[src/hw/rtl/rrfpt_pkg.sv]
// shared types and constants for the receive ring fifo with peek and idle timeout
`default_nettype none
package rrfpt_pkg;

	localparam int unsigned DEPTH_DEF = 64;
	localparam int unsigned BYTE_W    = 8;
	localparam int unsigned SPAN_W    = 6;
	localparam int unsigned FILL_W    = 6;
	localparam int unsigned ACT_W     = 3;
	localparam int unsigned STAT_W    = 3;

	typedef enum logic [ACT_W-1:0] {
		ACT_PUSH   = 3'd0,
		ACT_POP    = 3'd1,
		ACT_PEEK   = 3'd2,
		ACT_WINDOW = 3'd3,
		ACT_DROP   = 3'd4,
		ACT_TICK   = 3'd5
	} action_t;

	typedef enum logic [STAT_W-1:0] {
		ST_OK       = 3'd0,
		ST_REFUSED  = 3'd1,
		ST_OVERFLOW = 3'd2,
		ST_TIMEOUT  = 3'd3,
		ST_TICK     = 3'd4
	} status_t;

	typedef enum logic [4:0] {
		S_IDLE  = 5'b00001,
		S_EXEC  = 5'b00010,
		S_READ  = 5'b00100,
		S_RDATA = 5'b01000,
		S_OUT   = 5'b10000
	} state_t;

endpackage
`default_nettype wire

[src/hw/rtl/rrfpt_wrap_add.sv]
// shared pointer adder: adds a step to a ring index and wraps modulo DEPTH
`default_nettype none
module rrfpt_wrap_add
	import rrfpt_pkg::*;
#(
	parameter int unsigned DEPTH = DEPTH_DEF
) (
	input  wire logic [$clog2(DEPTH)-1:0] base,
	input  wire logic [SPAN_W-1:0]        step,
	output logic      [$clog2(DEPTH)-1:0] sum
);

	localparam int unsigned IDX_W = $clog2(DEPTH);
	localparam int unsigned SUM_W = ((IDX_W > SPAN_W) ? IDX_W : SPAN_W) + 1;

	logic [SUM_W-1:0] raw;
	logic [SUM_W-1:0] wrapped;

	// operands keep base + step below twice the depth, so one subtract wraps it
	always_comb begin
		raw     = SUM_W'(base) + SUM_W'(step);
		wrapped = (raw >= SUM_W'(DEPTH)) ? (raw - SUM_W'(DEPTH)) : raw;
		sum     = wrapped[IDX_W-1:0];
	end

endmodule
`default_nettype wire

[src/hw/rtl/rx_ring_fifo_peek_timeout.sv]
// receive ring fifo with pop, peek, window peek, drop and idle timeout
// sequence: push, drop, tick or a refused request go from S_EXEC to S_OUT; pop, peek and
// the first window byte also pass S_READ and S_RDATA; later window bytes repeat S_READ, S_RDATA
// one item at a time: a new item is taken only after the last result is accepted, paced by
// the sequencer around the single pointer adder and the registered store read port
// reset: arst_n clears pointers, count, idle timer and timeout register; store is not cleared
`default_nettype none
module rx_ring_fifo_peek_timeout
	import rrfpt_pkg::*;
#(
	parameter int unsigned DEPTH = DEPTH_DEF
) (
	input  wire logic                clk,
	input  wire logic                arst_n,
	input  wire logic                cfg_we,
	input  wire logic [BYTE_W-1:0]   cfg_wdata,
	input  wire logic                in_valid,
	output logic                     in_ready,
	input  wire logic [ACT_W-1:0]    action,
	input  wire logic [BYTE_W-1:0]   rx_byte,
	input  wire logic [SPAN_W-1:0]   offset,
	input  wire logic [SPAN_W-1:0]   amount,
	output logic                     out_valid,
	input  wire logic                out_ready,
	output logic [STAT_W-1:0]        status,
	output logic [BYTE_W-1:0]        out_byte,
	output logic [FILL_W-1:0]        fill,
	output logic                     last
);

	localparam int unsigned IDX_W = $clog2(DEPTH);
	localparam int unsigned CMP_W = ((IDX_W > SPAN_W + 1) ? IDX_W : SPAN_W + 1) + 1;

	state_t             state_q;
	action_t            act_q;
	logic [BYTE_W-1:0]  byte_q;
	logic [SPAN_W-1:0]  off_q;
	logic [SPAN_W-1:0]  amt_q;
	logic [SPAN_W-1:0]  rem_q;
	logic [IDX_W-1:0]   head_q;
	logic [IDX_W-1:0]   tail_q;
	logic [IDX_W-1:0]   ptr_q;
	logic [IDX_W-1:0]   held_q;
	logic [BYTE_W-1:0]  idle_q;
	logic [BYTE_W-1:0]  timeout_q;
	status_t            status_q;
	logic [BYTE_W-1:0]  out_byte_q;
	logic               last_q;
	logic [BYTE_W-1:0]  rdata_q;
	logic [BYTE_W-1:0]  store [DEPTH];

	logic [IDX_W-1:0]   alu_base;
	logic [SPAN_W-1:0]  alu_step;
	logic [IDX_W-1:0]   alu_sum;
	logic               store_we;
	logic               full;
	logic               empty;
	logic               win_bad;
	logic               drop_bad;

	assign in_ready  = (state_q == S_IDLE);
	assign out_valid = (state_q == S_OUT);
	assign status    = status_q;
	assign out_byte  = out_byte_q;
	assign last      = last_q;
	assign fill      = FILL_W'(held_q);

	assign full     = (held_q == IDX_W'(DEPTH - 1));
	assign empty    = (held_q == '0);
	assign win_bad  = empty || (amt_q == '0)
		|| ((CMP_W'(off_q) + CMP_W'(amt_q)) > CMP_W'(held_q));
	assign drop_bad = (CMP_W'(amt_q) > CMP_W'(held_q));
	assign store_we = (state_q == S_EXEC) && (act_q == ACT_PUSH) && !full;

	// operand select for the one pointer adder
	always_comb begin
		alu_base = head_q;
		alu_step = SPAN_W'(1);
		if (state_q == S_READ) begin
			alu_base = ptr_q;
		end else begin
			case (act_q)
				ACT_PUSH:   alu_base = tail_q;
				ACT_DROP:   alu_step = amt_q;
				ACT_WINDOW: alu_step = off_q;
				default:    alu_step = SPAN_W'(1);
			endcase
		end
	end

	rrfpt_wrap_add #(
		.DEPTH (DEPTH)
	) u_add (
		.base (alu_base),
		.step (alu_step),
		.sum  (alu_sum)
	);

	always_ff @(posedge clk) begin
		if (store_we) begin
			store[tail_q] <= byte_q;
		end
		if (state_q == S_READ) begin
			rdata_q <= store[ptr_q];
		end
	end

	always_ff @(posedge clk or negedge arst_n) begin
		if (!arst_n) begin
			timeout_q <= '0;
		end else if (cfg_we) begin
			timeout_q <= cfg_wdata;
		end
	end

	always_ff @(posedge clk) begin
		if (in_valid && in_ready) begin
			act_q  <= action_t'(action);
			byte_q <= rx_byte;
			off_q  <= offset;
			amt_q  <= amount;
		end
	end

	always_ff @(posedge clk or negedge arst_n) begin
		if (!arst_n) begin
			state_q    <= S_IDLE;
			head_q     <= '0;
			tail_q     <= '0;
			held_q     <= '0;
			idle_q     <= '0;
			ptr_q      <= '0;
			rem_q      <= '0;
			status_q   <= ST_OK;
			out_byte_q <= '0;
			last_q     <= 1'b0;
		end else begin
			unique case (state_q)
				S_IDLE: begin
					if (in_valid) begin
						state_q <= S_EXEC;
					end
				end
				S_EXEC: begin
					status_q   <= ST_OK;
					out_byte_q <= '0;
					last_q     <= 1'b1;
					rem_q      <= '0;
					state_q    <= S_OUT;
					case (act_q)
						ACT_PUSH: begin
							if (full) begin
								status_q <= ST_OVERFLOW;
							end else begin
								tail_q <= alu_sum;
								held_q <= held_q + IDX_W'(1);
								idle_q <= timeout_q;
							end
						end
						ACT_POP, ACT_PEEK: begin
							if (empty) begin
								status_q <= ST_REFUSED;
							end else begin
								ptr_q   <= head_q;
								state_q <= S_READ;
								if (act_q == ACT_POP) begin
									head_q <= alu_sum;
									held_q <= held_q - IDX_W'(1);
								end
							end
						end
						ACT_WINDOW: begin
							if (win_bad) begin
								status_q <= ST_REFUSED;
							end else begin
								ptr_q   <= alu_sum;
								rem_q   <= amt_q - SPAN_W'(1);
								state_q <= S_READ;
							end
						end
						ACT_DROP: begin
							if (drop_bad) begin
								status_q <= ST_REFUSED;
							end else begin
								head_q <= alu_sum;
								held_q <= held_q - IDX_W'(amt_q);
							end
						end
						ACT_TICK: begin
							status_q <= ST_TICK;
							if (idle_q != '0) begin
								idle_q <= idle_q - BYTE_W'(1);
								if (idle_q == BYTE_W'(1)) begin
									status_q <= ST_TIMEOUT;
								end
							end
						end
						default: status_q <= ST_REFUSED;
					endcase
				end
				S_READ: begin
					// read issued at ptr_q, advance for the next window byte
					ptr_q   <= alu_sum;
					state_q <= S_RDATA;
				end
				S_RDATA: begin
					status_q   <= ST_OK;
					out_byte_q <= rdata_q;
					last_q     <= (rem_q == '0);
					state_q    <= S_OUT;
				end
				S_OUT: begin
					if (out_ready) begin
						if (last_q) begin
							state_q <= S_IDLE;
						end else begin
							rem_q   <= rem_q - SPAN_W'(1);
							state_q <= S_READ;
						end
					end
				end
				default: state_q <= S_IDLE;
			endcase
		end
	end

endmodule
`default_nettype wire

[config.mk]
export PLATFORM = sky130hd
export DESIGN_NAME = rx_ring_fifo_peek_timeout
export DESIGN_NICKNAME = d
export VERILOG_FILES = /design/src/hw/rtl/rrfpt_pkg.sv /design/src/hw/rtl/rrfpt_wrap_add.sv /design/src/hw/rtl/rx_ring_fifo_peek_timeout.sv
export SDC_FILE = /design/constraint.sdc
export NUM_CORES = 1
export LEC_CHECK = 0
export ABC_AREA = 1
export BUFFER_PORTS_ARGS = -buffer_cell sky130_fd_sc_hd__buf_2
export CAP_MARGIN = 40
export CORE_MARGIN = 5
export CORE_UTILIZATION = 50
export CTS_BUF_LIST = sky130_fd_sc_hd__clkbuf_4
export CTS_CLUSTER_DIAMETER = 100
export DETAILED_ROUTE_END_ITERATION = 8
export HOLD_SLACK_MARGIN = 0.1
export PLACE_DENSITY = 0.75
export SYNTH_ARGS = -nofsm -noshare
export SYNTH_HDL_FRONTEND = slang
export SYNTH_SLANG_ARGS = --single-unit
[constraint.sdc]
create_clock -name clk -period 5.4 [get_ports clk]
set_input_delay 1.08 -clock clk [delete_from_list [all_inputs] [get_ports clk]]
set_output_delay 1.08 -clock clk [all_outputs]
set_load 0.01 [all_outputs]
==> results of run 1 <==
[worst max path at each step]
stage	endpoint	depth (start not counted)
global route	rdata_q[2]	8
global placement	rdata_q[2]	8
detailed placement	rdata_q[2]	8
CTS	rdata_q[2]	8
floorplan	ptr_q[1]	17
finish	rdata_q[2]	8
[cell usage in the layout (no fill, tap or decap), types with 4 or more instances in the layout]
cell type    n
clkinv_2     5
a21oi_1     78
ha_1        33
clkinv_1    43
o21ai_1     11
nand2_1    543
buf_2       55
nand3_4      4
o22ai_1     51
o21ai_0    195
fa_1         4
o31ai_1      4
nor2_1     215
nand3_2      4
nand3_1    289
a31oi_1      8
nand4_1     11
clkbuf_4   213
xor2_1      12
nor2_2       5
inv_1      114
edfxtp_1   543
nor3_1       6
buf_4       20
mux2_2       5
inv_6        4
dfrtp_1     59
xnor2_1      5
o211ai_1     4
inv_2       13
[power by group]
part | leakage, nW | switching, mW | internal, mW
clock network | 1.12 | 1.90 | 1.89
logic | 4.09 | 3.07 | 1.28
registers | 5.70 | 0.347 | 5.59
total | 10.9 | 5.32 | 8.76
[cell type report]
cell class / count / area (sq um)
Antenna cell: 1 / 2.502
Clock buffer: 213 / 1599
Clock inverter: 62 / 306.5
Fill cell: 4257 / 22670
Inverter: 124 / 470.5
Multi-Input combinational cell: 1509 / 7282
Sequential cell: 606 / 17890
Tap cell: 680 / 850.8
Timing Repair Buffer: 80 / 538.0
[flip-flops by register name (all words and copies together) (netlist names)]
name,count
act_q,3
amt_q,6
byte_q,8
fill,6
head_q,6
idle_q,8
last,1
off_q,6
out_byte,8
ptr_q,6
rdata_q,8
rem_q,6
state_q,5
status,3
store,512
tail_q,6
timeout_q,8
[per-stage QoR]
step | std cells | hold slack (ps)
detailed placement | 2998 | 471.8
global placement | 2994 | 474.2
CTS | 3274 | 170.6
floorplan | 2357 | 469.5
global route | 3275 | 213.2
finish | 3275 | 276.3
[worst max-delay path: stages (launching register included)]
cell and delay [ps]:
dfrtp_4 770, inv_2 780, buf_4 630, o21ai_0 190, o22ai_1 190, o21ai_0 130
o21ai_0 290, nand3_1 250, nand2_1 130
[metal layers]
layer / share of wire (%) / track usage [%] / vias to the layer above
li1: - / - / 8617
met1: 38 / 29.62 / 8965
met2: 48 / 36.79 / 1001
met3: 10 / 6.484 / 172
met4: 3.8 / 10.56 / 0
met5: 0 / 0 / -
[repair_timing]
action | CTS | global route
resized for setup | 0 | 0
hold buffers | 1 | 0
endpoints found under the hold margin | 5 | 0
buffers inserted | 0 | 0
[logic make-up after synthesis]
family / synth area share [%]
simple gates: 17.82
fa+ha+maj: 1.883
mux: 0.2532
xor+xnor: 0.5686
buf+inv: 3.908
compound gates: 7.277
flops: 68.29
==> run summary, run 1 <==
PLACE
--------------------------------------------------------------------------------
Number of buffer cells added on primary ports                                 55
Placed cell areas                                                    27020 sq um
Worst slack at placement                                                 1968 ps
Gp weighted congestion                                                    0.9098
Post-DP HPWL                                                            39010 um

GRT
--------------------------------------------------------------------------------
Number of global-route vias before repair                                  18605
All-Layer GR Usage                                                        23.08%
Number of antenna violations at the first check in global routing              1
Wire length of the first global-routing pass                           102400 um
Total congestion overflow after global routing                                 0
Largest net degree at the start of global routing                            160

FINISH
--------------------------------------------------------------------------------
Area added between synthesis and finish                                   10.52%
Layout net count                                                            2548
Share of post-route cells with drive strength above 1                     13.72%
Finished Core Util                                                        56.07%
Post-route cell area                                                 28940 sq um

STA
--------------------------------------------------------------------------------
Max transition margin                                                     39.80%
Maximum clock frequency                                                282.6 MHz
Hold violation total from the final report                                     0
Post-layout min period                                                   3539 ps
Total negative slack                                                        0 ps
Setup repair after global routing missed its margin                        false
Share of the clock period used by the worst path after layout             65.54%
Slew Viols, Final                                                              0
Final worst slack                                                        1861 ps
Actual slew at the worst max-slew pin                                   903.0 ps
Endpoints failing setup                                                        0
Max Clock Skew                                                          72.69 ps

CLOCKING
--------------------------------------------------------------------------------
Number of levels the H-tree was split into                                     4
Clock Pin Slew Worst Setup and Hold Paths                                  80 ps
CTS tree                                                                   built
Total clock sinks                                                            606
Max Buffers Root-to-Sink                                                       3
Clock root buffer                                                       clkbuf_4
TritonCTS Buffers                                                            154
Clock Latency Late Sink                                                  1000 ps

ROUTE
--------------------------------------------------------------------------------
WL final                                                                66040 um
Detail Route Antenna Nets                                                      0
Number of remaining DRC errors                                                 0
Per-cell routed wire length                                             20.16 um
Post-detailed-route via-to-cell ratio                                      5.727
Pre-antenna DRT Iters                                                          6
Violation count after the first detailed-route iteration                    2229
Detailed-route via count                                                   18755

FLOORPLAN
--------------------------------------------------------------------------------
Count of standard-cell rows                                                   83
Chip Height                                                             238.9 um
Number of top-level pins                                                      56
Starting utilization of the core area                                     50.74%
Core area                                                            51610 sq um
DIE WIDTH                                                               238.9 um
Die Footprint                                                        57050 sq um

WORST HOLD PATH
--------------------------------------------------------------------------------
Hold Path Class                                                     input pin to register
Beginning of the worst hold path                                       offset[4]
End point of the worst hold path                                        off_q[4]
Number of cells on the worst hold path                                         1

LOGIC SYNTHESIS
--------------------------------------------------------------------------------
Post-synth net total                                                        2430
Number of unique standard cell types used by synthesis                        45
Synth Cell Area                                                      26190 sq um
Leading post-synthesis cells by cell area                           edfxtp_1 62%, nand2_1 7.8%, dfrtp_1 5.9%
Average instance area after synthesis                                11.11 sq um
Top post-synthesis cells by count                                   543 x edfxtp_1, 543 x nand2_1, 289 x nand3_1
Register bit count reported by yosys                                         606
Number of synthesis warnings                                                   0
Share of synthesized registers carrying an async set or reset             10.40%
Number of instances in the synthesized netlist                              2357
Cell type with the largest total area after synthesis                   edfxtp_1
Proportion of netlist area held by the largest area contributor           62.27%
Seq/Total Area, Yosys                                                     68.29%
Number of flops mapped to enable cells by yosys                              543
Primary FF master, synth                                                edfxtp_1

WORST SETUP PATH
--------------------------------------------------------------------------------
CP required                                                              6240 ps
Category of the critical setup timing path                          register to register
Startpoint Class                                                        register
Critical path capture point type                                        register
Crit. Startpoint                                                        ptr_q[1]
Register-to-register path setup slack                                    1860 ps
Max FO, Critical Path                                                         67
Depth of the most critical reg-to-reg path                                     8
Data arrival time of the worst path                                      4380 ps
RR Startpoint                                                           ptr_q[1]
Capturing point of the worst reg2reg path                             rdata_q[2]

STATUS
--------------------------------------------------------------------------------
Outcome                                                             complete, no violations

POWER AND IR DROP
--------------------------------------------------------------------------------
Total power of the final layout                                         14.08 mW
Power per Cell Area                                                 486.5 nW/um^2
Worst-case vdd ir drop                                               0.0002434 V
Leakage power                                                           10.91 nW

JOB
--------------------------------------------------------------------------------
Max-Cap Viols                                                                  0

(Power assumes the default switching activity.)
==> run 2: changes to the inputs <==
==> constraint.sdc (replaced) <==
create_clock -name clk -period 3.6 [get_ports clk]
set_input_delay 0.72 -clock clk [delete_from_list [all_inputs] [get_ports clk]]
set_output_delay 0.72 -clock clk [all_outputs]
set_load 0.01 [all_outputs]
==> run 2 against run 1 <==
Compared with the run above:
- clock power up 57%
- total power up 53%
- via count up 0.61%
- critical path depth up 9
- largest power group unchanged
- global-route usage down 0.34 points
- design area up 2.0%
- die area unchanged
==> run summary, run 2 (synthesized netlist as in run 1, its figures left out) <==
FINISH
------------------------------------------------------------------------------------
Area used by multi-input combinational logic                              7282 sq um   unchanged
Storage element area                                                     17890 sq um   unchanged
Filler Cell Count                                                               4228   -0.68%
Number of non-filler instances in the completed layout                          3318   +1.3%
Top reg by flops                                                               store
Commonest non-fill, non-tap cells in the layout                         543 x nand2_1, 543 x edfxtp_1, 289 x nand3_1
Post-route cell area                                                     29510 sq um   +2.0%
Share of post-route cells with drive strength above 1                         14.10%   +0.38 points
Largest register FFs                                                             512   unchanged
Layout net count                                                                2595   +1.8%
Area added between synthesis and finish                                       12.68%

ROUTE
------------------------------------------------------------------------------------
Detailed-route via count                                                       18870   +0.61%
Per-cell routed wire length                                                 19.69 um   -2.4%
Post-detailed-route via-to-cell ratio                                          5.687   -0.69%
WL final                                                                    65330 um   -1.1%
Detail Route Antenna Nets                                                          0   unchanged
Violation count after the first detailed-route iteration                        1985   -11%
Number of remaining DRC errors                                                     0   unchanged
Pre-antenna DRT Iters                                                              8   +2

POWER AND IR DROP
------------------------------------------------------------------------------------
Internal Pwr Total                                                          13.56 mW   +55%
Part of the total power dissipated in sequential elements                      40.7%   -1.4 points
Power per Cell Area                                                     731.3 nW/um^2   +50%
Leakage power                                                               11.15 nW   +2.2%
Switching power as a share of total power                                     37.14%   -0.66 points
Part of the power in combinational logic                                       31.6%   +0.7 points
Total power of the final layout                                             21.58 mW   +53%
Clock group share of total power                                               27.7%   +0.7 points
NetSw                                                                       8.014 mW   +51%
Worst-case vdd ir drop                                                   0.0004779 V   +96%

GRT
------------------------------------------------------------------------------------
Total congestion overflow after global routing                                     0   unchanged
Number of antenna violations at the first check in global routing                  2   +1
Number of global-route vias before repair                                      18623   +0.097%
Largest net degree at the start of global routing                                166   +3.8%
All-Layer GR Usage                                                            22.73%   -0.34 points
Wire length of the first global-routing pass                               101000 um   -1.4%

FLOORPLAN
------------------------------------------------------------------------------------
Core area                                                                51610 sq um   unchanged
Number of top-level pins                                                          56   unchanged
DIE WIDTH                                                                   238.9 um   unchanged
Chip Height                                                                 238.9 um   unchanged
Starting utilization of the core area                                         50.74%   unchanged
Count of standard-cell rows                                                       83   unchanged
Die Footprint                                                            57050 sq um   unchanged

STA
------------------------------------------------------------------------------------
Setup repair after global routing missed its margin                            false
Hold violation total from the final report                                         0   unchanged
Max transition margin                                                         37.52%   -2.3 points
Maximum clock frequency                                                    327.4 MHz   +16%
Max Clock Skew                                                              88.60 ps   +15.90 ps
Actual slew at the worst max-slew pin                                       934.6 ps   +31.60 ps
Final worst slack                                                           545.3 ps   -1316 ps
Total negative slack                                                            0 ps   unchanged
Share of the clock period used by the worst path after layout                 84.85%   +19 points
Slew Viols, Final                                                                  0   unchanged
Post-layout min period                                                       3055 ps   -484.3 ps
Endpoints failing setup                                                            0   unchanged

CLOCKING
------------------------------------------------------------------------------------
Number of buffers inserted for hold repair after clock tree synthesis             42   +41
Total clock sinks                                                                606   unchanged
Clock Latency Late Sink                                                      1020 ps   +20 ps
CTS tree                                                                       built
Total setup buffers inserted after CTS                                             0   unchanged
Max Buffers Root-to-Sink                                                           3   unchanged
Clock Pin Slew Worst Setup and Hold Paths                                      80 ps   about the same
Number of levels the H-tree was split into                                         4   unchanged
Post-CTS Resized                                                                   0   unchanged
Clock root buffer                                                           clkbuf_4
TritonCTS Buffers                                                                154   unchanged

WORST SETUP PATH
------------------------------------------------------------------------------------
Crit. Startpoint                                                            amt_q[2]
Category of the critical setup timing path                              register to register
Slowest stage delay, CP                                                       500 ps   -280 ps
RR Startpoint                                                               amt_q[2]
Crit path cell chain                                                    ha_1, nand3_1, nand3_1, nand2_1, nand2_1, a21oi_1, xnor2_1, ha_1, and3_1, nand2_1, nand2_1, nand2_1, nand3_1, nand3_1, nand2_1, nand2_1, o21ai_0
Crit-path most repeated cell                                                 nand2_1
Data arrival time of the worst path                                          3870 ps   -510 ps
Startpoint Class                                                            register
CP required                                                                  4410 ps   -1830 ps
Critical path capture point type                                            register
Max FO, Critical Path                                                             12   -82%
Slowest-stage cell, CP                                                      edfxtp_1

PLACE
------------------------------------------------------------------------------------
Post-DP HPWL                                                                38050 um   -2.4%
Gp weighted congestion                                                        0.8973   -1.4%
Placed cell count                                                               3004   +0.20%
Number of buffer cells added on primary ports                                     55   unchanged
Placed cell areas                                                        27070 sq um   +0.16%
Worst slack at placement                                                    669.0 ps   -1299 ps

JOB
------------------------------------------------------------------------------------
Max-Cap Viols                                                                      0   unchanged

WORST HOLD PATH
------------------------------------------------------------------------------------
Beginning of the worst hold path                                              cfg_we
Hold Path Class                                                         input pin to register

STATUS
------------------------------------------------------------------------------------
Outcome                                                                 complete, no violations

-- run 2: worst max-delay path: cells and delay by family, from the launching register on --
kind	cells	cell delay, ps
flip-flops	1	500
AND/OR/NAND/NOR	12	1310
adder cells (fa/ha/maj)	2	640
XOR/XNOR	1	140
AO/OA/AOI/OAI	2	250
-- run 2: final cells by class --
type                    instances  area share (%)
multi-input cells            1509           24.68
diodes                          7         0.05936
clock inverters                42           1.115
inverters                     124           1.594
flip-flops and latches        606           60.64
clock buffers                 223           5.674
repair buffers                127           3.358
well taps                     680           2.883
-- run 2: final timing paths --
path	endpoint	slack, ps	cells after the start
setup / recovery	ptr_q[1]	550	17
hold / removal	timeout_q[3]	190	2
setup reg to reg	ptr_q[1]	550	17
hold reg to reg	status[2]	480	2
max in group asynchronous	ptr_q[1]	2290	3
min in group asynchronous	fill[1]	250	2
-- run 2: stage by stage --
stage,hold slack [ps],util [%]
finish,190.9,57.17
floorplan,424.4,-
global route,123.5,57.16
CTS,121.3,57.14
detailed placement,470.6,52.44
global placement,464.1,52.41
-- run 2: power groups by stage --
stage                     combinational (mW)  sequential, mW  clock (mW)
final                                   6.82            8.79        5.97
after global routing                    7.50            8.83        6.49
after CTS                               6.70            8.78        6.08
after detailed placement                6.61            8.92           0
after global placement                  6.47            8.91           0
after floorplan                         4.36            8.97           0
-- run 2: per-layer routing --
layer  track usage, %  routed length [um]  up-vias
met5                0                   0        -
met4            9.513                2335        0
met3            5.861                6353      176
met2            36.93               31330     1006
met1            29.29               25300     8977
li1                 -                   -     8711
==> run 3: changes to the inputs <==
--- a/config.mk
+++ b/config.mk
@@ -14,7 +14,7 @@
 export CTS_CLUSTER_DIAMETER = 100
 export DETAILED_ROUTE_END_ITERATION = 8
 export HOLD_SLACK_MARGIN = 0.1
-export PLACE_DENSITY = 0.75
+export PLACE_DENSITY = 0.77
 export SYNTH_ARGS = -nofsm -noshare
 export SYNTH_HDL_FRONTEND = slang
 export SYNTH_SLANG_ARGS = --single-unit
==> constraint.sdc (replaced) <==
create_clock -name clk -period 2.55 [get_ports clk]
set_input_delay 0.51 -clock clk [delete_from_list [all_inputs] [get_ports clk]]
set_output_delay 0.51 -clock clk [all_outputs]
set_load 0.01 [all_outputs]
==> run 3 against run 2 <==
Compared with the run above:
- the run now ends with setup timing left
- clock power is 36% higher
- non-clock buffer count is 164 higher
- design area grew 5.0%
- first-iteration DRC count increased by 7.9%
- die area unchanged
- via count rose by 4.7%
- final cell count is 4.8% higher
- sequential power is 41% higher
- sequential share of layout area is 2.9 points lower
- global-route usage up 0.98 points
- critical path depth fell by 1
- critical path type unchanged
==> run summary, run 3 (synthesized netlist as in run 1, its figures left out) <==
ROUTE
-------------------------------------------------------------------------------------
Post-detailed-route via-to-cell ratio                                           5.680   -0.13%
Detailed-route via count                                                        19755   +4.7%
Per-cell routed wire length                                                  19.69 um   about the same
Number of remaining DRC errors                                                      0   unchanged
Detail Route Antenna Nets                                                           0   unchanged
Pre-antenna DRT Iters                                                               6   -2
WL final                                                                     68490 um   +4.8%
Violation count after the first detailed-route iteration                         2142   +7.9%

GRT
-------------------------------------------------------------------------------------
Number of global-route vias before repair                                       19607   +5.3%
All-Layer GR Usage                                                             23.71%   +0.98 points
Largest net degree at the start of global routing                                 114   -31%
Total congestion overflow after global routing                                      0   unchanged
Number of antenna violations at the first check in global routing                   2   unchanged
Wire length of the first global-routing pass                                105700 um   +4.7%

STA
-------------------------------------------------------------------------------------
Maximum clock frequency                                                     372.6 MHz   +14%
Endpoints failing setup                                                            14   +14
Max Clock Skew                                                               67.98 ps   -20.62 ps
Setup repair after global routing missed its margin                              true
Total negative slack                                                         -1321 ps   -1321 ps
Share of the clock period used by the worst path after layout                  105.2%   +20 points
Slew Viols, Final                                                                   0   unchanged
Max transition margin                                                          39.83%   +2.3 points
Hold violation total from the final report                                          0   unchanged
Final worst slack                                                           -133.7 ps   -679.0 ps
Post-layout min period                                                        2684 ps   -371.0 ps
Actual slew at the worst max-slew pin                                        899.6 ps   -35.02 ps

WORST SETUP PATH
-------------------------------------------------------------------------------------
Startpoint Class                                                             register
Slowest-stage cell, CP                                                       edfxtp_1
Buf/Inv on CP                                                                       1   +1
Slowest stage delay, CP                                                        420 ps   -80 ps
Crit path cell chain                                                     ha_1, nand3_1, nand3_2, nand2_1, nand2_1, a21oi_2, xnor2_1, ha_1, and3_4, nand3b_1, nand2_2, nand2_2, nor2_1, buf_4, nand3_1, a22oi_1
Max FO, Critical Path                                                               5   -7
Depth of the most critical reg-to-reg path                                         16   -1
Category of the critical setup timing path                               register to register
Critical path capture point type                                             register
Total stage count of the critical path                                             16   -1
Data arrival time of the worst path                                           3580 ps   -290 ps
CP required                                                                   3450 ps   -960 ps
Family of cells with the greatest summed delay on the critical path      simple AND/OR/NAND/NOR gates

FINISH
-------------------------------------------------------------------------------------
Post-route cell area                                                      30990 sq um   +5.0%
Most frequent standard cell in the layout excluding fill and tap cells       edfxtp_1
Number of non-filler instances in the completed layout                           3478   +4.8%
Share of post-route cells with drive strength above 1                          19.98%   +5.9 points
Layout net count                                                                 2761   +6.4%
Area added between synthesis and finish                                        18.33%
Filler Cell Count                                                                4018   -5.0%
Top reg by flops                                                                store
Commonest non-fill, non-tap cells in the layout                          543 x edfxtp_1, 537 x nand2_1, 280 x nand3_1
Largest register FFs                                                              512   unchanged

FLOORPLAN
-------------------------------------------------------------------------------------
Chip Height                                                                  238.9 um   unchanged
Number of top-level pins                                                           56   unchanged
Core area                                                                 51610 sq um   unchanged
DIE WIDTH                                                                    238.9 um   unchanged
Die Footprint                                                             57050 sq um   unchanged
Count of standard-cell rows                                                        83   unchanged
Starting utilization of the core area                                          50.74%   unchanged

CLOCKING
-------------------------------------------------------------------------------------
CTS tree                                                                        built
Total clock sinks                                                                 606   unchanged
Clock root buffer                                                            clkbuf_4
Clock Pin Slew Worst Setup and Hold Paths                                       70 ps   about the same
Number of levels the H-tree was split into                                          4   unchanged
Clock Latency Late Sink                                                       1000 ps   -20 ps
TritonCTS Buffers                                                                 155   +0.65%
Max Buffers Root-to-Sink                                                            3   unchanged

WORST HOLD PATH
-------------------------------------------------------------------------------------
Number of cells on the worst hold path                                              2   unchanged
Hold Path Class                                                          input pin to register

PLACE
-------------------------------------------------------------------------------------
Post-DP HPWL                                                                 40570 um   +6.6%
Placed cell count                                                                3136   +4.4%
Number of buffer cells added on primary ports                                      55   unchanged
Placed cell areas                                                         28200 sq um   +4.2%
Gp weighted congestion                                                         0.9108   +1.5%

POWER AND IR DROP
-------------------------------------------------------------------------------------
Worst-case vdd ir drop                                                    0.0005570 V   +17%
Total power of the final layout                                              31.43 mW   +46%
Power per Cell Area                                                      1014 nW/um^2   +39%
Leakage power                                                                12.01 nW   +7.7%

STATUS
-------------------------------------------------------------------------------------
Outcome                                                                  finished with violations
Violations in the final reports                                          setup timing

JOB
-------------------------------------------------------------------------------------
Max-Cap Viols                                                                       0   unchanged

==> run 3: cell count changes in the layout (fill, tap and decap cells not counted), sizes merged <==
cell,change
clkinv,+6
clkinvlp,+1
clkbuf,-10
bufinv,-3
dlygate4sd3,+5
buf,+159
inv,+3
diode,-2
nand2,+1
==> run 3: layout make-up <==
type / count / area (sq um) / share of cell area [%]
antenna: 5 / 12.51 / 0.04038
clock buffer: 213 / 1599 / 5.160
clock inverter: 49 / 302.8 / 0.9772
inverter: 124 / 478.0 / 1.542
multi-input combinational: 1510 / 7455 / 24.06
sequential: 606 / 17890 / 57.75
tap: 680 / 850.8 / 2.746
timing repair buffer: 291 / 2394 / 7.725
==> run 3: worst register-to-register path, stage by stage (launching register included) <==
cell	delay, ps
edfxtp_1	420
ha_1	300
nand3_1	100
nand3_2	90
nand2_1	70
nand2_1	80
a21oi_2	170
xnor2_1	90
ha_1	330
and3_4	200
nand3b_1	100
nand2_2	110
nand2_2	60
nor2_1	100
buf_4	140
nand3_1	70
a22oi_1	150
==> run 3: worst paths after layout <==
kind	end	from	slack, ps
setup / recovery	rem_q[0]	amt_q[1]	-130
hold / removal	off_q[5]	offset[5]	230
setup reg to reg	rem_q[0]	amt_q[1]	-130
hold reg to reg	out_byte[5]	out_byte[5]	500
max in group asynchronous	ptr_q[1]	arst_n	420
min in group asynchronous	state_q[1]	arst_n	720
==> run 3: layer usage <==
metal  up-vias  wire length, um  track usage, %
met2      1111            33450           39.23
met5         -                0               0
met1      9426            25820           29.79
li1       9031                -               -
met4         0             2847           11.20
met3       187             6373           5.491
==> run 3: metrics by stage <==
stage	util (%)	worst slack (ps)	hold WS [ps]
6_report	60.03	-133.7	225.6
5_1_grt	60.03	-285.6	174.1
4_1_cts	59.69	-39.22	132.1
3_5_place_dp	54.64	-254.4	488.1
3_3_place_gp	54.64	-174.2	475.8
2_1_floorplan	-	2.200	214.4
==> run 3: power breakdown <==
group | internal [mW] | switching [mW]
registers | 11.8 | 0.541
clock network | 4.10 | 4.00
logic | 3.62 | 7.33
total | 19.6 | 11.9
==> run 3: timing repair <==
item,CTS,global route
hold endpoints to repair,104,0
gates resized for setup,27,27
gates cloned,1,0
hold buffers,47,0
setup endpoints to repair,78,236
buffers inserted,17,10
pin swaps,8,14
